$ cat src/rtl/neighbor_address_filter_defines.svh
// Assertion macros for the neighbor address filter RTL.
// Included by the modules that check their own logic; no other dependencies.
`ifndef NEIGHBOR_ADDRESS_FILTER_DEFINES_SVH
`define NEIGHBOR_ADDRESS_FILTER_DEFINES_SVH

`ifndef SYNTH
// Check that prop holds in the same cycle as cond
`define NAF_ASSERT_IMPLY(name, a_clk, a_rst, cond, prop) \
  name: assert property (@(posedge a_clk) disable iff (a_rst) (cond) |-> (prop)) \
    else $error("neighbor_address_filter: same-cycle check failed");
// Check that prop holds in the cycle after cond
`define NAF_ASSERT_NEXT(name, a_clk, a_rst, cond, prop) \
  name: assert property (@(posedge a_clk) disable iff (a_rst) (cond) |=> (prop)) \
    else $error("neighbor_address_filter: next-cycle check failed");
`else
`define NAF_ASSERT_IMPLY(name, a_clk, a_rst, cond, prop)
`define NAF_ASSERT_NEXT(name, a_clk, a_rst, cond, prop)
`endif

`endif

$ cat src/rtl/naf_pkg.sv
// Shared types, codes and mask functions of the neighbor address filter.
// No dependencies; used by every module of the block but naf_iface_mem.
package naf_pkg;

  // Operation codes carried in tuser
  localparam logic [1:0] OP_QUERY   = 2'd0;
  localparam logic [1:0] OP_ADD_IF  = 2'd1;
  localparam logic [1:0] OP_ADD_NET = 2'd2;

  // Address families
  localparam logic [1:0] FAM_V4 = 2'd0;
  localparam logic [1:0] FAM_V6 = 2'd1;

  // Result status codes
  localparam logic [1:0] STAT_OK     = 2'd0;
  localparam logic [1:0] STAT_FULL   = 2'd1;
  localparam logic [1:0] STAT_BADPFX = 2'd2;

  // Configuration register indexes
  localparam logic CFG_MODE   = 1'b0;
  localparam logic CFG_FAMILY = 1'b1;

  // Longest prefixes per family
  localparam logic [7:0] V4_MAX_PFX = 8'd32;
  localparam logic [7:0] V6_MAX_PFX = 8'd128;

  // One stored subnet: network address already masked
  typedef struct packed {
    logic [63:0] upper;
    logic [63:0] lower;
    logic [7:0]  prefix;
    logic        is_v6;
  } subnet_entry_t;

  // Leading-ones 128-bit mask; lengths of 128 and up give all ones
  function automatic logic [127:0] mask128(input logic [7:0] p);
    mask128 = ~({128{1'b1}} >> p);
  endfunction

  // Leading-ones 32-bit mask; lengths of 32 and up give all ones
  function automatic logic [31:0] mask32(input logic [7:0] p);
    mask32 = ~({32{1'b1}} >> p);
  endfunction

endpackage

$ cat src/rtl/naf_iface_mem.sv
// Allowed-interface bit memory with a clearing sweep after reset.
// One write port, one registered read port; uses the shared assertion macros.
`include "neighbor_address_filter_defines.svh"

module naf_iface_mem #(
  parameter int DEPTH = 256,
  parameter int AW    = 8
) (
  input  logic          clk,
  input  logic          rst,
  input  logic          rd_en,
  input  logic [AW-1:0] rd_addr,
  output logic          rd_data,
  input  logic          set_en,
  input  logic [AW-1:0] set_addr,
  output logic          clearing
);

  logic          mem [DEPTH];
  logic          clr_active;
  logic [AW-1:0] clr_idx;

  assign clearing = clr_active;

  // Sweep every entry once after reset
  always_ff @(posedge clk) begin
    if (rst) begin
      clr_active <= 1'b1;
      clr_idx    <= '0;
    end else if (clr_active) begin
      if (clr_idx == AW'(DEPTH - 1)) begin
        clr_active <= 1'b0;
      end
      clr_idx <= clr_idx + AW'(1);
    end
  end

  // Clear during the sweep, otherwise set the allowed bit; register the read
  always_ff @(posedge clk) begin
    if (clr_active) begin
      mem[clr_idx] <= 1'b0;
    end else if (set_en) begin
      mem[set_addr] <= 1'b1;
    end
    if (rd_en) begin
      rd_data <= mem[rd_addr];
    end
  end

  `NAF_ASSERT_NEXT(a_clear_after_reset, clk, 1'b0, rst, clr_active && (clr_idx == '0))
  `NAF_ASSERT_IMPLY(a_no_set_while_clearing, clk, rst, clr_active, !set_en && !rd_en)

endmodule

$ cat src/rtl/naf_subnet_mem.sv
// Subnet table memory: one write port, one registered read port.
// Entry layout comes from naf_pkg.
module naf_subnet_mem #(
  parameter int DEPTH = 16,
  parameter int AW    = 4
) (
  input  logic                   clk,
  input  logic                   wr_en,
  input  logic [AW-1:0]          wr_addr,
  input  naf_pkg::subnet_entry_t wr_data,
  input  logic                   rd_en,
  input  logic [AW-1:0]          rd_addr,
  output naf_pkg::subnet_entry_t rd_data
);

  naf_pkg::subnet_entry_t mem [DEPTH];

  // Write the new entry, register the scanned one
  always_ff @(posedge clk) begin
    if (wr_en) begin
      mem[wr_addr] <= wr_data;
    end
    if (rd_en) begin
      rd_data <= mem[rd_addr];
    end
  end

endmodule

$ cat src/rtl/naf_match.sv
// Prefix compare of one query address against one stored subnet entry.
// Uses the mask functions and entry type of naf_pkg.
module naf_match (
  input  naf_pkg::subnet_entry_t entry,
  input  logic [1:0]             family,
  input  logic [63:0]            address_high,
  input  logic [63:0]            address_low,
  output logic                   hit
);

  logic [127:0] mask;
  logic [31:0]  mask_v4;
  logic         hit_v4;
  logic         hit_v6;

  // Build the entry's masks and compare within the same family only
  always_comb begin
    mask    = naf_pkg::mask128(entry.prefix);
    mask_v4 = naf_pkg::mask32(entry.prefix);
    hit_v4  = (family == naf_pkg::FAM_V4) && !entry.is_v6 &&
              ({32'b0, address_low[31:0] & mask_v4} == entry.lower);
    hit_v6  = (family == naf_pkg::FAM_V6) && entry.is_v6 &&
              ((address_high & mask[127:64]) == entry.upper) &&
              ((address_low & mask[63:0]) == entry.lower);
    hit     = hit_v4 || hit_v6;
  end

endmodule

$ cat src/rtl/neighbor_address_filter.sv
// Top level of the neighbor address filter: control sequencer and registers.
// Depends on naf_pkg, naf_iface_mem, naf_subnet_mem, naf_match and the macro header.
`include "neighbor_address_filter_defines.svh"

// Neighbor event filter. Each input item is a query, an add-interface or an
// add-subnet operation (selected by s_tuser) and gives exactly one result item.
// After reset the allowed-interface memory is swept clear, and s_tready stays
// low during the sweep; configuration writes are taken at any time. The block
// works on one item at a time: a query scans the subnet memory one entry per
// cycle in S_SCAN, then loads its result into the output register in S_DONE;
// an add operation passes through S_EXEC and S_DONE. The next item is taken no
// earlier than the cycle after the previous result is loaded. The output
// register lets the next item be accepted while a result still waits on
// m_tready. A subnet table entry is stored with its host bits cleared; the
// table holds SUBNET_ENTRIES entries.
module neighbor_address_filter #(
  parameter int SUBNET_ENTRIES  = 16,
  parameter int INTERFACE_COUNT = 256
) (
  input  logic         clk,
  input  logic         rst,
  // s_tdata fields, low bit up: family[1:0], interface_index[9:2],
  // address_high[73:10], address_low[137:74], prefix_length[145:138], zero pad
  input  logic         s_tvalid,
  output logic         s_tready,
  input  logic [151:0] s_tdata,
  // s_tuser fields: operation[1:0]
  input  logic [1:0]   s_tuser,
  // m_tdata fields, low bit up: accepted[0], status[2:1], zero pad
  output logic         m_tvalid,
  input  logic         m_tready,
  output logic [7:0]   m_tdata,
  input  logic         cfg_we,
  input  logic         cfg_index,
  input  logic [2:0]   cfg_data
);

  localparam int IF_AW = (INTERFACE_COUNT > 1) ? $clog2(INTERFACE_COUNT) : 1;
  localparam int SN_AW = (SUBNET_ENTRIES > 1) ? $clog2(SUBNET_ENTRIES) : 1;
  localparam int CNT_W = $clog2(SUBNET_ENTRIES + 1);

  localparam logic [1:0] S_IDLE = 2'd0;
  localparam logic [1:0] S_EXEC = 2'd1;
  localparam logic [1:0] S_SCAN = 2'd2;
  localparam logic [1:0] S_DONE = 2'd3;

  logic [1:0]       state;
  logic [CNT_W-1:0] subnet_count;
  logic [CNT_W-1:0] scan_idx;
  logic             cmp_valid;
  logic [2:0]       filter_mode;
  logic [1:0]       selected_family;

  // Held item
  logic [1:0]  op_q;
  logic [1:0]  fam_q;
  logic [7:0]  ifx_q;
  logic [63:0] hi_q;
  logic [63:0] lo_q;
  logic [7:0]  pfx_q;

  // Result path
  logic       hit;
  logic       res_acc;
  logic [1:0] res_st;
  logic       out_acc;
  logic [1:0] out_st;

  logic                   accept;
  logic                   out_free;
  logic                   scan_more;
  logic                   scan_end;
  logic [IF_AW+7:0]       in_ifx_w;
  logic [IF_AW+7:0]       ifx_q_w;
  logic                   if_in_range;
  logic                   if_rd_data;
  logic                   if_set_en;
  logic                   if_clearing;
  logic                   bad_pfx;
  logic                   full;
  logic                   sn_we;
  logic                   match_hit;
  logic                   query_ok;
  logic [127:0]           wr_mask;
  logic [31:0]            wr_mask_v4;
  naf_pkg::subnet_entry_t wr_entry;
  naf_pkg::subnet_entry_t rd_entry;

  assign accept    = s_tvalid && s_tready;
  assign s_tready  = (state == S_IDLE) && !if_clearing;
  assign out_free  = !m_tvalid || m_tready;
  assign scan_more = (scan_idx != subnet_count);
  assign scan_end  = !scan_more && !cmp_valid;
  assign m_tdata   = {5'b0, out_st, out_acc};

  assign in_ifx_w    = {{IF_AW{1'b0}}, s_tdata[9:2]};
  assign ifx_q_w     = {{IF_AW{1'b0}}, ifx_q};
  assign if_in_range = (ifx_q_w < (IF_AW + 8)'(INTERFACE_COUNT));
  assign if_set_en   = (state == S_EXEC) && (op_q == naf_pkg::OP_ADD_IF) && if_in_range;

  // Prefix check, table-full check and the masked entry to store
  always_comb begin
    case (fam_q)
      naf_pkg::FAM_V4: bad_pfx = (pfx_q > naf_pkg::V4_MAX_PFX);
      naf_pkg::FAM_V6: bad_pfx = (pfx_q > naf_pkg::V6_MAX_PFX);
      default:         bad_pfx = 1'b1;
    endcase
    full       = (subnet_count == CNT_W'(SUBNET_ENTRIES));
    sn_we      = (state == S_EXEC) && (op_q == naf_pkg::OP_ADD_NET) && !bad_pfx && !full;
    wr_mask    = naf_pkg::mask128(pfx_q);
    wr_mask_v4 = naf_pkg::mask32(pfx_q);
    wr_entry.prefix = pfx_q;
    if (fam_q == naf_pkg::FAM_V4) begin
      wr_entry.upper = 64'b0;
      wr_entry.lower = {32'b0, lo_q[31:0] & wr_mask_v4};
      wr_entry.is_v6 = 1'b0;
    end else begin
      wr_entry.upper = hi_q & wr_mask[127:64];
      wr_entry.lower = lo_q & wr_mask[63:0];
      wr_entry.is_v6 = 1'b1;
    end
  end

  // AND the enabled checks of a query
  always_comb begin
    query_ok = !(filter_mode[0] && (fam_q != selected_family)) &&
               !(filter_mode[1] && !(if_in_range && if_rd_data)) &&
               !(filter_mode[2] && !hit);
  end

  naf_iface_mem #(
    .DEPTH (INTERFACE_COUNT),
    .AW    (IF_AW)
  ) u_iface_mem (
    .clk      (clk),
    .rst      (rst),
    .rd_en    (accept),
    .rd_addr  (in_ifx_w[IF_AW-1:0]),
    .rd_data  (if_rd_data),
    .set_en   (if_set_en),
    .set_addr (ifx_q_w[IF_AW-1:0]),
    .clearing (if_clearing)
  );

  naf_subnet_mem #(
    .DEPTH (SUBNET_ENTRIES),
    .AW    (SN_AW)
  ) u_subnet_mem (
    .clk     (clk),
    .wr_en   (sn_we),
    .wr_addr (subnet_count[SN_AW-1:0]),
    .wr_data (wr_entry),
    .rd_en   ((state == S_SCAN) && scan_more),
    .rd_addr (scan_idx[SN_AW-1:0]),
    .rd_data (rd_entry)
  );

  naf_match u_match (
    .entry        (rd_entry),
    .family       (fam_q),
    .address_high (hi_q),
    .address_low  (lo_q),
    .hit          (match_hit)
  );

  // Sequencer, table fill count, output valid and configuration
  always_ff @(posedge clk) begin
    if (rst) begin
      state           <= S_IDLE;
      subnet_count    <= '0;
      scan_idx        <= '0;
      cmp_valid       <= 1'b0;
      m_tvalid        <= 1'b0;
      filter_mode     <= 3'd0;
      selected_family <= 2'd0;
    end else begin
      if (cfg_we) begin
        case (cfg_index)
          naf_pkg::CFG_MODE:   filter_mode     <= cfg_data;
          naf_pkg::CFG_FAMILY: selected_family <= cfg_data[1:0];
          default: ;
        endcase
      end
      // Raise valid when a result loads, drop it once taken
      if ((state == S_DONE) && out_free) begin
        m_tvalid <= 1'b1;
      end else if (m_tready) begin
        m_tvalid <= 1'b0;
      end
      case (state)
        S_IDLE: begin
          if (accept) begin
            state     <= (s_tuser == naf_pkg::OP_QUERY) ? S_SCAN : S_EXEC;
            scan_idx  <= '0;
            cmp_valid <= 1'b0;
          end
        end
        S_EXEC: begin
          if (sn_we) begin
            subnet_count <= subnet_count + CNT_W'(1);
          end
          state <= S_DONE;
        end
        S_SCAN: begin
          if (scan_more) begin
            scan_idx <= scan_idx + CNT_W'(1);
          end
          cmp_valid <= scan_more;
          if (scan_end) begin
            state <= S_DONE;
          end
        end
        S_DONE: begin
          if (out_free) begin
            state <= S_IDLE;
          end
        end
        default: state <= S_IDLE;
      endcase
    end
  end

  // Capture the item, accumulate matches, form and hold results
  always_ff @(posedge clk) begin
    if (accept) begin
      op_q  <= s_tuser;
      fam_q <= s_tdata[1:0];
      ifx_q <= s_tdata[9:2];
      hi_q  <= s_tdata[73:10];
      lo_q  <= s_tdata[137:74];
      pfx_q <= s_tdata[145:138];
      hit   <= 1'b0;
    end
    if ((state == S_SCAN) && cmp_valid && match_hit) begin
      hit <= 1'b1;
    end
    if ((state == S_SCAN) && scan_end) begin
      res_acc <= query_ok;
      res_st  <= naf_pkg::STAT_OK;
    end
    if (state == S_EXEC) begin
      res_acc <= 1'b0;
      if (op_q != naf_pkg::OP_ADD_NET) begin
        res_st <= naf_pkg::STAT_OK;
      end else if (bad_pfx) begin
        res_st <= naf_pkg::STAT_BADPFX;
      end else if (full) begin
        res_st <= naf_pkg::STAT_FULL;
      end else begin
        res_st <= naf_pkg::STAT_OK;
      end
    end
    if ((state == S_DONE) && out_free) begin
      out_acc <= res_acc;
      out_st  <= res_st;
    end
  end

  `NAF_ASSERT_NEXT(a_accept_leaves_idle, clk, rst, accept, state != S_IDLE)
  `NAF_ASSERT_IMPLY(a_count_bound, clk, rst, 1'b1, subnet_count <= CNT_W'(SUBNET_ENTRIES))
  `NAF_ASSERT_IMPLY(a_scan_bound, clk, rst, state == S_SCAN, scan_idx <= subnet_count)
  `NAF_ASSERT_NEXT(a_done_delivers, clk, rst, (state == S_DONE) && out_free, m_tvalid && (state == S_IDLE))

endmodule

$ cat config.mk
export PLATFORM = sky130hd
export DESIGN_NAME = neighbor_address_filter
export DESIGN_NICKNAME = d
export VERILOG_FILES = /design/src/rtl/naf_pkg.sv /design/src/rtl/naf_iface_mem.sv /design/src/rtl/naf_subnet_mem.sv /design/src/rtl/naf_match.sv /design/src/rtl/neighbor_address_filter.sv
export VERILOG_INCLUDE_DIRS = /design/src /design/src/rtl
export SDC_FILE = /design/constraint.sdc
export NUM_CORES = 2
export LEC_CHECK = 0
export BUFFER_PORTS_ARGS = -buffer_cell sky130_fd_sc_hd__clkbuf_2
export CORE_MARGIN = 2
export CORE_UTILIZATION = 50
export CTS_BUF_LIST = sky130_fd_sc_hd__clkbuf_4 sky130_fd_sc_hd__clkbuf_8
export DETAILED_ROUTE_END_ITERATION = 10
export PLACE_DENSITY = 0.68
export SETUP_SLACK_MARGIN = 0.02
export SLEW_MARGIN = 15
export SYNTH_ARGS = -nofsm -noshare
export SYNTH_HDL_FRONTEND = slang
export SYNTH_SLANG_ARGS = --single-unit
$ cat constraint.sdc
create_clock -name clk -period 11.6 [get_ports clk]
set_input_delay 0 -clock clk [delete_from_list [all_inputs] [get_ports clk]]
set_output_delay 0 -clock clk [all_outputs]
set_load 0.05 [all_outputs]
[Word-level counts from Yosys, hierarchy flattened]
Memory sizes are Yosys's and may differ from the RTL's. A register that Yosys moved wholly into a read port is not among the register bits.
Cells that the tools add are included.
Word-level totals
  input bits: 163
  word-level logic and storage cells: 144
  RAM bits: 2448
  memories kept: 2
  bits in registers: 183
  output and inout port bits: 10
Memory list
  u_subnet_mem.mem: depth 16, bits a word 137, rd ports 1, clocked after Yosys merged registers in 1, write ports 1, RTL line naf_subnet_mem.sv:16  | naf_pkg::subnet_entry_t mem [DEPTH];
  u_iface_mem.mem: depth 256, bits a word 1, rd ports 1, clocked after Yosys merged registers in 1, write ports 1, RTL line naf_iface_mem.sv:19  | logic mem [DEPTH];
Cells by class
  shifts and indexed selects: 4
  add/subtract/negate cells: 3
  bitwise gates (word level): 11
  equal/unequal tests: 18
  reductions and logical operators: 51
  $lt $le $gt $ge: 3
  mux-type cells: 32
Operator list (count)
  64-bit bitwise AND: 4
  128-bit NOT: 2
  128-bit by 8-bit >> shifter with 128-bit output (first input constant): 2
  64-bit == test: 2
  128-bit two-way mux: 1
  32-bit bitwise AND: 2
  32-bit by 64-bit == test with 1-bit output: 1
  32-bit NOT: 2
  32-bit by 8-bit >> shifter with 32-bit output (first input constant): 2
  1-bit logical AND: 24
  1-bit two-way mux: 16
  2-bit two-way mux: 8
  1-bit logical NOT: 12
  5-bit by 1-bit adder with 5-bit output (second input constant): 2
  5-bit two-way mux: 2
  2-bit inequality test (second input constant): 5
  5-bit one-hot mux with 2 select lines: 1
  8-bit by 9-bit < comparator with 1-bit output (second input constant): 1
  8-bit by 1-bit adder with 8-bit output (second input constant): 1
  8-bit == test (second input constant): 1
  8-bit by 6-bit greater-than comparator with 1-bit output (second input constant): 1
  8-bit greater-than comparator (second input constant): 1
  8-bit two-way mux: 1
  2-bit one-hot mux with 4 select lines: 1
  13 further kinds: 27

[Logic depth before layout (Yosys ltp)]
  word-level depth: 8
  gate-level depth with buffers: 12
  mapped depth without buffers: 11

[By module]
A second synthesis with hierarchy kept.
Second synthesis, totals
  cells, all modules: 5878
  area, all modules: 110546.0 µm²
Modules (own cells, without submodules)
  naf_subnet_mem: sequential area each 69937.1 µm², times used 1, cells each 3599, area each 86519.2 µm²
  naf_iface_mem: sequential area each 7897.6 µm², times used 1, cells each 887, area each 11816.3 µm²
  neighbor_address_filter: sequential area each 5014.8 µm², times used 1, cells each 675, area each 7867.5 µm²
  naf_match: sequential area each 0.0 µm², times used 1, cells each 717, area each 4342.9 µm²

[Least setup slack after synthesis]
OpenSTA, ideal clock, no wires.
  kind: register to register
  start point: register pfx_q[0]
  end point: memory u_subnet_mem.mem[7][0] in the netlist's numbering, enable pin
  clock period less this slack: 12175 ps
  stages on the path, launching flop included: 7
  arrival: 11374 ps
  path slack: -575 ps
  path buffers: 0
  setup time: 801 ps
  required time: 10799 ps
  path through: edfxtp_1 or4_1 o31ai_1 nand2_1 a211oi_1 nand2_1 nor3_1
On the way
  cells in the longest elaborated chain, start to end: 7
  elaborated cells between the ends (all ways): 8
  those cells by class: 2 x order compare; 3 x mux; 3 x reduce/logical
RTL lines
  start: declaration: RTL line neighbor_address_filter.sv:60  | logic [7:0] pfx_q;
  start signal: assignment: RTL line neighbor_address_filter.sv:231  | pfx_q <= s_tdata[145:138];
  8-bit greater-than comparator / 8-bit by 6-bit greater-than comparator with 1-bit output (equally long branches): RTL line neighbor_address_filter.sv:105, neighbor_address_filter.sv:104
  1-bit one-hot mux with 2 select lines *: RTL line neighbor_address_filter.sv:103  | case (fam_q)
  1-bit logical NOT *: RTL line neighbor_address_filter.sv:109  | sn_we = (state == S_EXEC) && (op_q == naf_pkg::OP_ADD_NET) && !bad_pfx && !full;
  1-bit logical AND * (2 in a row): RTL line neighbor_address_filter.sv:109
  1-bit two-way mux *: RTL line naf_subnet_mem.sv:20  | if (wr_en) begin
  1-bit two-way mux (implied by the code) *: RTL line naf_subnet_mem.sv:21  | mem[wr_addr] <= wr_data;
  end: declaration: RTL line naf_subnet_mem.sv:16
Every way passes the cells marked *; elsewhere a longest branch is shown, timed or not.

[Worst setup path in the final report]
  start point: register pfx_q[2]
  end point: memory u_subnet_mem.mem[3][120] in the netlist's numbering, enable pin
Same word-level chain as after synthesis.

==> summary.md <==
| Metric | Value |
|---|---|
| Reg clk slew, reported paths | `0.06 ns` |
| Slowest cell on crit path | `buf_4` |
| Worst slew margin | `0.190` |
| Setup Skew | `0.0981 ns` |
| Ys async rst share | `0` |
| Area Growth Syn to Fin | `15.2%` |
| Yosys top cell by area | `edfxtp_1` |
| Bufs on Longest Clock Path | `4` |
| Commonest cells after routing, fill and taps aside | `edfxtp_1, mux4_2, clkbuf_8` |
| Share of the synthesized area in the top cell type | `0.749` |
| Largest net degree at the start of global routing | `283` |
| Final nets | `6,400` |
| Overflow after GRT | `0` |
| Top FF cell, synth | `edfxtp_1` |
| I/O pin cnt | `173` |
| Yosys reg bits | `2,769` |
| CP Max Fanout | `46` |
| Clock Latency Late Sink | `1.16 ns` |
| Seq/Total Area, Yosys | `0.755` |
| CTS Buf Count | `438` |
| CTS tree | `done` |
| Worst hold path type | `in2reg` |
| EDFF count, synth | `2,739` |
| Cell repeated most along the worst path | `buf_4` |
| CP peak stage delay | `0.88 ns` |
| Static Leak | `38.8 nW` |
| Pwr Density | `152 nW/um^2` |
| Yosys warns | `0` |
| Distinct cell type count after synthesis | `76` |
| Clock sink count | `2,769` |
| Worst EP arrival | `6.52 ns` |
| Via density | `6.39` |
| Commonest non-fill, non-tap cell in the layout | `edfxtp_1` |
| CTS H-Tree Depth | `5` |
| Tmin final | `5.82 ns` |
| Crit path cell chain | `buf_4, or4_1, o31ai_1, nand2_1, a211oi_1, o31a_1, nor3b_1, and2_4, buf_4, buf_4` |
| Vias in the first global route | `60,100` |
| Top cells by area, synth | `edfxtp_1, mux4_2, nor2_1` |
| Total GRT Usage | `0.285` |
| Maxcap violations | `0` |
| Data required, critical path | `12.30 ns` |
| Crit Path Class | `reg2reg` |
| Via count | `60,300` |
| Syn Area/Cell | `20.3 um^2` |
| Actual slew at the worst max-slew pin | `1.21 ns` |
| DPL Wire Length | `184 mm` |
| Routed WL | `319 mm` |
| Drt first-iter violations | `9,099` |
| GPL Wtd Cong | `1.00` |
| Share of cells above drive strength 1 | `0.273` |
| Initial Utilization | `0.504` |
| Worst vdd ir | `0.128 mV` |
| Core Box Area | `218,000 um^2` |
| Global-route wire length before repair | `448 mm` |
| DRC violations left | `0` |
| Root Buffer | `clkbuf_8` |
| Row count | `171` |
| Netlist Area Pre-Place | `110,000 um^2` |
| Final Slew Violations | `0` |
| Critical path capture point type | `flop` |
| Cts repair resizes | `0` |
| Outcome | `finished clean` |
| Fin crit share | `0.501` |
| Worst setup SP type | `flop` |
| Die height | `473 um` |
| DR pass1 iterations | `6` |
| Port Buffers | `161` |
| WL/cell | `33.8 um` |
| Die X | `473 um` |
| Initial antenna violation count | `19` |
| Post-synthesis cell count | `5,418` |
| ANT nets after route | `0` |
| Fin. Hold Viols | `0` |
| RSZ-0062 raised after global routing | `false` |
| Fmax | `172 MHz` |
| Setup TNS | `0 ns` |
| Final Setup Violations | `0` |
| Die area | `223,000 um^2` |
| Final hold slack | `0.144 ns` |
==> Yosys cell counts, drive strengths merged, types with 11 or more instances <==
cell	number
mux2i	22
nor4	25
edfxtp	2739
a211oi	27
nand4	36
a22oi	11
o211ai	26
mux4	749
clkbuf	220
dfxtp	30
o21ai	144
xnor2	56
nor3	35
nand2b	21
a31oi	18
nand2	220
xor2	57
nor2b	31
or2	11
nand3	38
o21a	15
inv	52
o311ai	19
and3	43
nor2	361
buf	95
and2	27
ha	11
a21oi	120
o22ai	17
or3	12
==> worst max-delay path: cells and delay by family, from the launching register on <==
family,cells,cell delay [ns]
flops,1,0.37
compound gates,3,1.27
buf+inv,3,1.91
simple gates,4,1.71
==> kinds of logic after synthesis <==
kind of cell / Yosys count / synth area share
buffers and inverters: 367 / 0.0131
AO/OA/AOI/OAI: 488 / 0.0283
AND/OR/NAND/NOR: 897 / 0.0378
flip-flops: 2769 / 0.755
other: 1 / 0.0000342
multiplexers: 772 / 0.156
adder cells (fa/ha/maj): 11 / 0.00125
XOR/XNOR: 113 / 0.00902
==> final cells by class <==
cell class              instances  area [um^2]
fillers                     15600        91100
flip-flops and latches       2769        82900
multi-input cells            2286        25700
clock buffers                 586         7180
repair buffers                679         5690
well taps                    2854         3570
clock inverters               195         1210
inverters                      52          204
diodes                         13         32.5
==> where the power goes <==
group	switching, mW	internal, mW	total [mW]
Sequential	0.0109	10.9	10.9
Combinational	0.136	0.151	0.287
Clock	3.77	4.30	8.07
Total	3.91	15.3	19.2
==> repair_timing <==
| item | in CTS | in global routing |
|---|---|---|
| hold buffers | 367 | 0 |
| setup buffers | 0 | 0 |
| hold endpoints to repair | 181 | 0 |
==> per-stage QoR <==
stage | worst slack, ns | power [mW] | util | cells | area, um^2
after floorplan | -0.575 | 11.2 | - | 5422 | 110000
after CTS | 5.86 | 19.3 | 0.581 | 9420 | 126000
after global placement | 5.96 | 11.3 | 0.525 | 8269 | 114000
after detailed placement | 5.90 | 11.3 | 0.525 | 8272 | 114000
final | 5.78 | 19.2 | 0.581 | 9434 | 126000
after global routing | 5.52 | 19.8 | 0.581 | 9425 | 126000
==> per-layer routing <==
layer  vias to the layer above  share of wire  GRT usage
li1                      24000              -          -
met1                     31700           0.38      0.398
met2                      3816           0.47      0.442
met3                       682          0.099     0.0559
met4                        14          0.047      0.126
met5                         -        0.00029          0
==> state kept, by name, summed over array words and instances, names as in the netlist, 2 cells and up <==
register and cells:
lo_q 64, fam_q 2, u_iface_mem.clr_idx 8, state 2
op_q 2, filter_mode 3, res_st 2, u_subnet_mem.rd_data 137
selected_family 2, out_st 2, u_subnet_mem.mem 2192, pfx_q 8
u_iface_mem.mem 256, hi_q 64, ifx_q 8, subnet_count 5
scan_idx 5
==> final timing paths <==
path | startpoint | end | slack [ns] | cells after the start
max | pfx_q[2] | u_subnet_mem.mem[3][120] | 5.78 | 10
min | s_tdata[86] | lo_q[12] | 0.14 | 3
max reg2reg | pfx_q[2] | u_subnet_mem.mem[3][120] | 5.78 | 10
min reg2reg | res_st[1] | out_st[1] | 0.43 | 0
(Power assumes the default switching activity.)
